## src/sv/cbis_pkg.sv

```systemverilog
// Shared constants and types for the CBOR item skipper.
package cbis_pkg;

    // Default stack depth and reset value of the nesting limit
    localparam int STACK_DEPTH_DEF = 8;
    localparam logic [2:0] MAX_NEST_RST = 3'd7;

    // Field widths
    localparam int COUNT_W = 64;
    localparam int BYTES_W = 32;
    localparam int NEST_W  = 3;
    localparam int STAT_W  = 2;
    localparam int OUT_W   = 40;

    // Result status codes
    localparam logic [STAT_W-1:0] STATUS_BUSY = 2'd0;
    localparam logic [STAT_W-1:0] STATUS_DONE = 2'd1;
    localparam logic [STAT_W-1:0] STATUS_ERR  = 2'd2;

    // Major types
    localparam logic [2:0] MAJOR_BSTR   = 3'd2;
    localparam logic [2:0] MAJOR_TSTR   = 3'd3;
    localparam logic [2:0] MAJOR_ARRAY  = 3'd4;
    localparam logic [2:0] MAJOR_MAP    = 3'd5;
    localparam logic [2:0] MAJOR_TAG    = 3'd6;
    localparam logic [2:0] MAJOR_SIMPLE = 3'd7;

    // Additional info boundaries
    localparam logic [4:0] INFO_ARG_FIRST = 5'd24;
    localparam logic [4:0] INFO_RESERVED  = 5'd28;

    // Decode phase of the byte stream
    typedef enum logic [1:0] {
        PH_HEAD,
        PH_ARG,
        PH_PAY
    } phase_t;

endpackage

```

## src/sv/cbor_item_skipper_top.sv

```systemverilog
// Top level of the CBOR item skipper: head decode, count stack and result register.
//
// Usage: encoded bytes enter on the s_axis channel, one byte per word; s_axis_tlast
// marks the last byte available in the buffer. Each accepted byte yields exactly
// one result word on m_axis: a status (busy, item complete, error), the number
// of bytes of the current item so far and the open container depth.
// A byte is taken and its result is registered at that same edge, so the result
// shows in the cycle after acceptance; a new byte is taken every cycle while the
// result register is free and no pop is running. A byte that closes containers
// walks the count stack down, one level per cycle, because each level's remaining
// count comes from the stack memory's registered read; no byte is taken meanwhile.
// After a completed item or an error all item state returns to its start and
// the next byte begins a new item; the nesting limit register is kept.
// cfg_we / cfg_wdata write the nesting limit; write it only while idle.
// Reset (rst_n low) clears the item state, sets the nesting limit to 7 and
// empties the result register; the stack memory needs no clearing.
// When the receiver stalls, the result register holds its word and s_axis_tready
// stays low, so no byte is taken until that word has been accepted.
module cbor_item_skipper_top
#(
    parameter int STACK_DEPTH = cbis_pkg::STACK_DEPTH_DEF
) (
    input  logic                        clk,
    input  logic                        rst_n,
    // Configuration: nesting limit
    input  logic                        cfg_we,
    input  logic [2:0]                  cfg_wdata,
    // Input stream
    input  logic                        s_axis_tvalid,
    output logic                        s_axis_tready,
    input  logic [7:0]                  s_axis_tdata,   // [7:0] data_byte
    input  logic                        s_axis_tlast,   // end_of_buffer
    // Result stream
    output logic                        m_axis_tvalid,
    input  logic                        m_axis_tready,
    output logic [cbis_pkg::OUT_W-1:0]  m_axis_tdata    // [1:0] status, [33:2] item_bytes,
                                                        // [36:34] nesting_level, rest zero
);

    import cbis_pkg::*;

    localparam int LVL_W = $clog2(STACK_DEPTH);
    localparam int EXT_W = LVL_W + 3;

    typedef enum logic {
        S_RUN,
        S_POP
    } state_t;

    // Registers
    state_t               state_reg, state_next;
    phase_t               phase_reg, phase_next;
    logic [LVL_W-1:0]     level_reg, level_next;
    logic [COUNT_W-1:0]   top_reg, top_next;
    logic [2:0]           head_major_reg, head_major_next;
    logic [COUNT_W-1:0]   arg_reg, arg_next;
    logic [3:0]           arg_left_reg, arg_left_next;
    logic [COUNT_W-1:0]   pay_reg, pay_next;
    logic [BYTES_W-1:0]   byte_count_reg, byte_count_next;
    logic                 eob_reg, eob_next;
    logic [2:0]           max_nest_reg, max_nest_next;
    logic                 out_valid_reg, out_valid_next;
    logic [STAT_W-1:0]    out_status_reg, out_status_next;
    logic [BYTES_W-1:0]   out_bytes_reg, out_bytes_next;
    logic [NEST_W-1:0]    out_nest_reg, out_nest_next;

    // Stack memory ports
    logic                 ram_we;
    logic [LVL_W-1:0]     ram_waddr;
    logic [COUNT_W-1:0]   ram_wdata;
    logic                 ram_re;
    logic [LVL_W-1:0]     ram_raddr;
    logic [COUNT_W-1:0]   ram_rdata;

    // Decode signals
    logic [2:0]           major;
    logic [4:0]           info;
    logic                 is_head, is_arg, is_pay;
    logic                 head_skip, head_resv, head_arg;
    logic                 arg_last, pay_last;
    logic [COUNT_W-1:0]   arg_shift;
    logic                 fin;
    logic [2:0]           fin_major;
    logic [COUNT_W-1:0]   fin_arg;
    logic                 fin_arg_zero;
    logic                 fin_str, fin_cont, fin_tag;
    logic [EXT_W-1:0]     nl_ext;
    logic                 cont_err, err, push;
    logic [COUNT_W-1:0]   push_count;
    phase_t               phase_after;
    logic                 top_is0, top_is1;
    logic [COUNT_W-1:0]   top_after;
    logic                 top_after_is0;
    logic                 check, pop_need, done;
    logic [BYTES_W-1:0]   bc_inc;
    logic                 accept, out_free, rd_is0;
    logic [EXT_W-1:0]     lvl_ext;
    logic [EXT_W-1:0]     nest_ext;

    cbis_ram #(
        .WIDTH (COUNT_W),
        .DEPTH (STACK_DEPTH)
    ) u_stack (
        .clk   (clk),
        .we    (ram_we),
        .waddr (ram_waddr),
        .wdata (ram_wdata),
        .re    (ram_re),
        .raddr (ram_raddr),
        .rdata (ram_rdata)
    );

    // Handshake
    assign out_free      = !out_valid_reg || m_axis_tready;
    assign s_axis_tready = (state_reg == S_RUN) && out_free;
    assign accept        = s_axis_tvalid && s_axis_tready;
    assign m_axis_tvalid = out_valid_reg;
    assign m_axis_tdata  = {{(OUT_W - NEST_W - BYTES_W - STAT_W){1'b0}},
                            out_nest_reg, out_bytes_reg, out_status_reg};

    // Split the byte and classify the head
    always_comb
    begin
        major     = s_axis_tdata[7:5];
        info      = s_axis_tdata[4:0];
        is_head   = (phase_reg == PH_HEAD);
        is_arg    = (phase_reg == PH_ARG);
        is_pay    = (phase_reg == PH_PAY);
        head_skip = is_head && (major == MAJOR_SIMPLE)
                    && (info >= INFO_ARG_FIRST) && (info < INFO_RESERVED);
        head_resv = is_head && (major != MAJOR_SIMPLE) && (info >= INFO_RESERVED);
        head_arg  = is_head && (major != MAJOR_SIMPLE)
                    && (info >= INFO_ARG_FIRST) && (info < INFO_RESERVED);
        arg_last  = (arg_left_reg <= 4'd1);
        pay_last  = (pay_reg[COUNT_W-1:1] == '0);
        arg_shift = {arg_reg[COUNT_W-9:0], s_axis_tdata};
    end

    // Finish a fully decoded head and derive the new top count
    always_comb
    begin
        fin          = (is_head && (major != MAJOR_SIMPLE) && (info < INFO_ARG_FIRST))
                       || (is_arg && arg_last);
        fin_major    = is_head ? major : head_major_reg;
        fin_arg      = is_head ? COUNT_W'(info) : arg_shift;
        fin_arg_zero = (fin_arg == '0);
        fin_str      = fin && ((fin_major == MAJOR_BSTR) || (fin_major == MAJOR_TSTR))
                       && !fin_arg_zero;
        fin_cont     = fin && ((fin_major == MAJOR_ARRAY) || (fin_major == MAJOR_MAP));
        fin_tag      = fin && (fin_major == MAJOR_TAG);

        // Nesting limit, stack depth and map count overflow
        nl_ext   = EXT_W'(level_reg) + EXT_W'(1);
        cont_err = fin_cont && ((nl_ext > EXT_W'(max_nest_reg))
                                || (nl_ext >= EXT_W'(STACK_DEPTH))
                                || ((fin_major == MAJOR_MAP) && fin_arg[COUNT_W-1]));
        err      = head_resv || cont_err;
        push     = fin_cont && !cont_err && !fin_arg_zero;
        push_count = (fin_major == MAJOR_MAP) ? {fin_arg[COUNT_W-2:0], 1'b0} : fin_arg;

        // Phase after this byte
        if (head_skip || fin_str || (is_pay && !pay_last))
        begin
            phase_after = PH_PAY;
        end
        else if (head_arg || (is_arg && !arg_last))
        begin
            phase_after = PH_ARG;
        end
        else
        begin
            phase_after = PH_HEAD;
        end

        // Count of the current level: a head uses one item, a tag adds one
        top_is0 = (top_reg == '0);
        top_is1 = (top_reg == COUNT_W'(1));
        if (is_head)
        begin
            if (fin_tag)
            begin
                top_after     = top_is0 ? COUNT_W'(1) : top_reg;
                top_after_is0 = 1'b0;
            end
            else
            begin
                top_after     = top_is0 ? '0 : top_reg - COUNT_W'(1);
                top_after_is0 = top_is0 || top_is1;
            end
        end
        else if (fin_tag)
        begin
            top_after     = top_reg + COUNT_W'(1);
            top_after_is0 = &top_reg;
        end
        else
        begin
            top_after     = top_reg;
            top_after_is0 = top_is0;
        end

        check    = !err && (phase_after == PH_HEAD) && !push;
        pop_need = check && top_after_is0 && (level_reg != '0);
        done     = check && top_after_is0 && (level_reg == '0);

        bc_inc   = (&byte_count_reg) ? byte_count_reg : byte_count_reg + BYTES_W'(1);
        rd_is0   = (ram_rdata == '0);
        lvl_ext  = EXT_W'(level_reg);
        nest_ext = push ? nl_ext : lvl_ext;
    end

    // Next-state logic
    always_comb
    begin
        state_next      = state_reg;
        phase_next      = phase_reg;
        level_next      = level_reg;
        top_next        = top_reg;
        head_major_next = head_major_reg;
        arg_next        = arg_reg;
        arg_left_next   = arg_left_reg;
        pay_next        = pay_reg;
        byte_count_next = byte_count_reg;
        eob_next        = eob_reg;
        max_nest_next   = cfg_we ? cfg_wdata : max_nest_reg;
        out_valid_next  = out_valid_reg && !m_axis_tready;
        out_status_next = out_status_reg;
        out_bytes_next  = out_bytes_reg;
        out_nest_next   = out_nest_reg;
        ram_we          = 1'b0;
        ram_waddr       = level_reg;
        ram_wdata       = top_after;
        ram_re          = 1'b0;
        ram_raddr       = LVL_W'(level_reg - LVL_W'(1));

        case (state_reg)
            S_RUN:
            begin
                if (accept)
                begin
                    byte_count_next = bc_inc;
                    phase_next      = phase_after;

                    // Argument bytes
                    if (head_arg)
                    begin
                        head_major_next = major;
                        arg_next        = '0;
                        arg_left_next   = 4'(4'd1 << info[1:0]);
                    end
                    else if (is_arg)
                    begin
                        arg_next      = arg_shift;
                        arg_left_next = (arg_left_reg != 4'd0) ? arg_left_reg - 4'd1 : 4'd0;
                    end

                    // Payload bytes
                    if (head_skip)
                    begin
                        pay_next = COUNT_W'(1) << info[1:0];
                    end
                    else if (fin_str)
                    begin
                        pay_next = fin_arg;
                    end
                    else if (is_pay)
                    begin
                        pay_next = (pay_reg != '0) ? pay_reg - COUNT_W'(1) : '0;
                    end

                    // Push a new container level, or update the current one
                    if (push)
                    begin
                        ram_we     = 1'b1;
                        top_next   = push_count;
                        level_next = nl_ext[LVL_W-1:0];
                    end
                    else
                    begin
                        top_next = top_after;
                    end

                    if (pop_need)
                    begin
                        // Close this level and fetch the parent count
                        ram_re     = 1'b1;
                        level_next = LVL_W'(level_reg - LVL_W'(1));
                        eob_next   = s_axis_tlast;
                        state_next = S_POP;
                    end
                    else
                    begin
                        out_valid_next  = 1'b1;
                        out_bytes_next  = bc_inc;
                        out_nest_next   = nest_ext[NEST_W-1:0];
                        if (err || (!done && s_axis_tlast))
                        begin
                            out_status_next = STATUS_ERR;
                        end
                        else if (done)
                        begin
                            out_status_next = STATUS_DONE;
                        end
                        else
                        begin
                            out_status_next = STATUS_BUSY;
                        end
                        if (err || done || s_axis_tlast)
                        begin
                            phase_next      = PH_HEAD;
                            level_next      = '0;
                            top_next        = COUNT_W'(1);
                            head_major_next = '0;
                            arg_next        = '0;
                            arg_left_next   = '0;
                            pay_next        = '0;
                            byte_count_next = '0;
                        end
                    end
                end
            end

            S_POP:
            begin
                if (rd_is0 && (level_reg != '0))
                begin
                    // Parent is exhausted too: keep walking down
                    ram_re     = 1'b1;
                    level_next = LVL_W'(level_reg - LVL_W'(1));
                end
                else if (out_free)
                begin
                    top_next        = ram_rdata;
                    out_valid_next  = 1'b1;
                    out_bytes_next  = byte_count_reg;
                    out_nest_next   = lvl_ext[NEST_W-1:0];
                    state_next      = S_RUN;
                    if (rd_is0)
                    begin
                        out_status_next = STATUS_DONE;
                    end
                    else if (eob_reg)
                    begin
                        out_status_next = STATUS_ERR;
                    end
                    else
                    begin
                        out_status_next = STATUS_BUSY;
                    end
                    if (rd_is0 || eob_reg)
                    begin
                        phase_next      = PH_HEAD;
                        level_next      = '0;
                        top_next        = COUNT_W'(1);
                        head_major_next = '0;
                        arg_next        = '0;
                        arg_left_next   = '0;
                        pay_next        = '0;
                        byte_count_next = '0;
                    end
                end
            end

            default:
            begin
                state_next = S_RUN;
            end
        endcase
    end

    // State and registered outputs
    always_ff @(posedge clk or negedge rst_n)
    begin
        if (!rst_n)
        begin
            state_reg      <= S_RUN;
            phase_reg      <= PH_HEAD;
            level_reg      <= '0;
            top_reg        <= COUNT_W'(1);
            head_major_reg <= '0;
            arg_reg        <= '0;
            arg_left_reg   <= '0;
            pay_reg        <= '0;
            byte_count_reg <= '0;
            eob_reg        <= 1'b0;
            max_nest_reg   <= MAX_NEST_RST;
            out_valid_reg  <= 1'b0;
            out_status_reg <= STATUS_BUSY;
            out_bytes_reg  <= '0;
            out_nest_reg   <= '0;
        end
        else
        begin
            state_reg      <= state_next;
            phase_reg      <= phase_next;
            level_reg      <= level_next;
            top_reg        <= top_next;
            head_major_reg <= head_major_next;
            arg_reg        <= arg_next;
            arg_left_reg   <= arg_left_next;
            pay_reg        <= pay_next;
            byte_count_reg <= byte_count_next;
            eob_reg        <= eob_next;
            max_nest_reg   <= max_nest_next;
            out_valid_reg  <= out_valid_next;
            out_status_reg <= out_status_next;
            out_bytes_reg  <= out_bytes_next;
            out_nest_reg   <= out_nest_next;
        end
    end

endmodule

```

## src/sv/cbis_ram.sv

```systemverilog
// Generic single-write, single-read RAM with registered read data.
module cbis_ram #(
    parameter int WIDTH = 64,
    parameter int DEPTH = 8
) (
    input  logic                     clk,
    input  logic                     we,
    input  logic [$clog2(DEPTH)-1:0] waddr,
    input  logic [WIDTH-1:0]         wdata,
    input  logic                     re,
    input  logic [$clog2(DEPTH)-1:0] raddr,
    output logic [WIDTH-1:0]         rdata
);

    logic [WIDTH-1:0] mem [DEPTH];

    // Write port
    always_ff @(posedge clk)
    begin
        if (we)
        begin
            mem[waddr] <= wdata;
        end
    end

    // Registered read; data holds while re is low
    always_ff @(posedge clk)
    begin
        if (re)
        begin
            rdata <= mem[raddr];
        end
    end

endmodule

```

## config.mk

```make
export PLATFORM = sky130hd
export DESIGN_NAME = cbor_item_skipper_top
export DESIGN_NICKNAME = d
export VERILOG_FILES = /design/src/sv/cbis_pkg.sv /design/src/sv/cbor_item_skipper_top.sv /design/src/sv/cbis_ram.sv
export SDC_FILE = /design/constraint.sdc
export NUM_CORES = 2
export LEC_CHECK = 0
export BUFFER_PORTS_ARGS = -buffer_cell sky130_fd_sc_hd__buf_2
export CORE_ASPECT_RATIO = 1.4
export CORE_MARGIN = 2
export CORE_UTILIZATION = 27
export DETAILED_ROUTE_END_ITERATION = 7
export PLACE_DENSITY = 0.41
export SETUP_SLACK_MARGIN = 0.1
export SLEW_MARGIN = 20
export SYNTH_ARGS = -nofsm -noshare
export SYNTH_HDL_FRONTEND = slang
export SYNTH_HIERARCHICAL = 1
export SYNTH_SLANG_ARGS = --single-unit
```

## constraint.sdc

```tcl
create_clock -name clk -period 10.9 [get_ports clk]
set_input_delay 0.545 -clock clk [delete_from_list [all_inputs] [get_ports clk]]
set_output_delay 0.545 -clock clk [all_outputs]
set_load 0.005 [all_outputs]
```

==> flow_summary.ini <==
[run_status]
outcome = completed

[sta]
hold_viol_final = 0
finalMaxSlewViolations = 0
setup_viol = 0
fin_setup_tns_ns = 0
clock_skew_ns = 0.0343
min_period_over_period = 0.554
finalWorstSetupSlack_ns = 4.87
fmax_mhz = 166
rsz0062_at_grt = no
relSlewSlack = 0.243
period_needed_ns = 6.03
tightest_slew_ns = 1.13

[setup_path]
worstPathRequired_ns = 11.52
end_kind = register
worstPathMaxFanout = 48
path_class = reg2reg
critPathLaunchType = register
arrival_ns = 6.65

[pwr]
p_leak_nw = 15.8
comb_power_share = 0.356
ir_drop_v = 0.000296
finalPower_mw = 12.0
p_seq_frac = 0.378
power.density_nw_per_um2 = 259
clkPwrFrac = 0.266
p_int_mw = 7.60
p_sw_frac = 0.369
p_switching_mw = 4.44

[logic_synthesis]
synth_top_area_cell = edfxtp_1
synth_edf_count = 576
yosysWarnings = 6
async_flop_share = 0.320
yosysSeqAreaShare = 0.587
ys_types = 85
syn_area_um2 = 41000
synth_top_area_frac = 0.421
ys_ff_latch = 847
synth_top_flop_cell = edfxtp_1
yosys-top-cells-area = edfxtp_1, dfrtp_1, mux4_2, mux2_2, a21oi_1
syn_inst = 3263
avgSynthCellArea_um2 = 12.6

[floorplanning]
num_rows = 169
start_util = 0.272
core_area_um2 = 151000
chipWidth_um = 334
die_area_um2 = 155000
io_pins = 59
die_y_um = 465

[detailed_routing]
wl_um = 132000
postRouteAntennaNets = 0
drt_pass1_iterations = 5
drcViolationCount = 0
vias_per_cell = 5.36
num_vias = 28201
routedWlPerCell_um = 25.1
first_iter_violations = 2123

[clock_tree]
clock-sinks = 847
htreeDepth = 3
cts_buffers = 89
cts.path.max_buffers = 3
clk_root_buffer_cell = clkbuf_16
cts_tree = yes
path_clk_slew_ns = 0.06
worst_skew_pair.late_latency_ns = 0.70

[worst_hold_path]
hold_path.class = in2reg

[global_route]
grt-ovfl-total = 0
grt_pass1_vias = 28787
grt_start_max_net_pins = 104
antenna_found_initial = 1
track_usage = 0.168
grt_pass1_wl_um = 198000

[finish]
drive_above_1_share = 0.174
top_register = u_stack/mem
area_growth_pct = 13.3
nFillCells = 15070
largest_reg_flops = 512
nets = 3255
post-route-util = 0.308

[placement]
preCtsSetupSlack_ns = 4.79
place_hpwl_um = 86500
io_buffers = 55
gp_congestion = 0.889

[run]
cap_violations = 0
-- power groups by stage --
stage | clock network [mW] | registers (mW) | logic (mW)
6_report | 3.20 | 4.55 | 4.29
3_5_place_dp | 0 | 4.61 | 4.36
5_1_grt | 3.41 | 4.61 | 4.68
3_3_place_gp | 0 | 4.60 | 4.35
2_1_floorplan | 0 | 4.34 | 3.16
4_1_cts | 3.31 | 4.54 | 4.38
-- final cells by class --
class	instances	area [µm²]	area share
flip-flops and latches	847	24100	0.518
inverters	52	204	0.00439
repair buffers	128	856	0.0184
clock inverters	49	553	0.0119
clock buffers	116	2480	0.0533
multi-input cells	2107	15900	0.341
well taps	1966	2460	0.0529
diodes	1	2.50	0.0000538
-- cell usage after synthesis, drive strengths merged (58+ instances only) --
cell and number:
nand2 179, dfrtp 267, mux2 113, o21ai 142, nor4 81, nor3 169, a21oi 174, nand3 78
mux2i 67, nand4 58, buf 83, clkbuf 176, edfxtp 576, mux4 128, a22o 68, nor2 189
-- worst max-delay path, cell delays in order, from the launching register on --
cell	delay, ns
dfrtp_1	0.49
or4_1	0.60
nor4_1	0.59
and4_1	0.47
nand3_2	0.40
o21bai_1	0.50
and4_1	0.62
mux2_2	0.25
buf_4	0.62
nand2_1	0.70
buf_4	0.46
o21ai_0	0.21
-- timing repair --
item | 4_1_cts | 5_1_grt
buffers inserted | 0 | 0
endpoints found under the hold margin | 91 | 0
hold buffers | 4 | 0
gates resized for setup | 0 | 0
-- placed cells by master (no fill, tap or decap), types with 58 or more instances in the layout --
master,Yosys,final
buf_4,8,68
mux4_2,128,128
mux2i_1,67,65
nor2_1,189,180
nand2_1,178,177
a21oi_1,174,173
clkbuf_16,0,95
mux2_2,113,113
dfrtp_1,267,267
a22o_1,68,68
nand4_1,58,58
nand3_1,77,77
o21ai_0,140,136
nor4_1,77,75
nor3_1,167,164
edfxtp_1,576,576
-- worst paths after layout --
| path | from | to | slack, ns | cells after the start |
|---|---|---|---|---|
| setup / recovery | top_reg[58] | top_reg[58] | 4.87 | 11 |
| hold / removal | cfg_wdata[0] | max_nest_reg[0] | 0.08 | 2 |
| setup reg to reg | top_reg[58] | top_reg[58] | 4.87 | 11 |
| hold reg to reg | pay_reg[42] | pay_reg[42] | 0.49 | 1 |
| max in group asynchronous | rst_n | top_reg[24] | 8.29 | 4 |
| min in group asynchronous | rst_n | out_bytes_reg[17] | 0.49 | 2 |
-- kinds of logic (layout without fill, tap and decap cells) --
family	Yosys count	in the layout	synth area share
AOI/OAI and AO/OA	778	778	0.127
xor gates and xnor gates	66	66	0.0141
adders and majority gates	13	13	0.00396
buffers and inverters	311	345	0.0336
DFF	847	847	0.587
muxes	308	308	0.118
other	1	4	0.0000914
and+or+nand+nor	939	939	0.117
-- through the flow --
step                      std cells  cell area, µm²  hold WS, ns
after floorplan                3265           41100        0.249
after global placement         5096           43400        0.464
after detailed placement       5096           43400        0.465
after CTS                      5265           46500      0.00123
after global routing           5266           46500       0.0630
final                          5266           46500       0.0794
-- metal layers --
metal | track usage | up-vias | part of all wire
met4 | 0.0671 | 0 | 0.038
met3 | 0.0184 | 220 | 0.034
met1 | 0.212 | 14604 | 0.42
met2 | 0.295 | 674 | 0.51
li1 | - | 12703 | -
met5 | 0 | - | 0
Power figures use the tool's default switching activity.
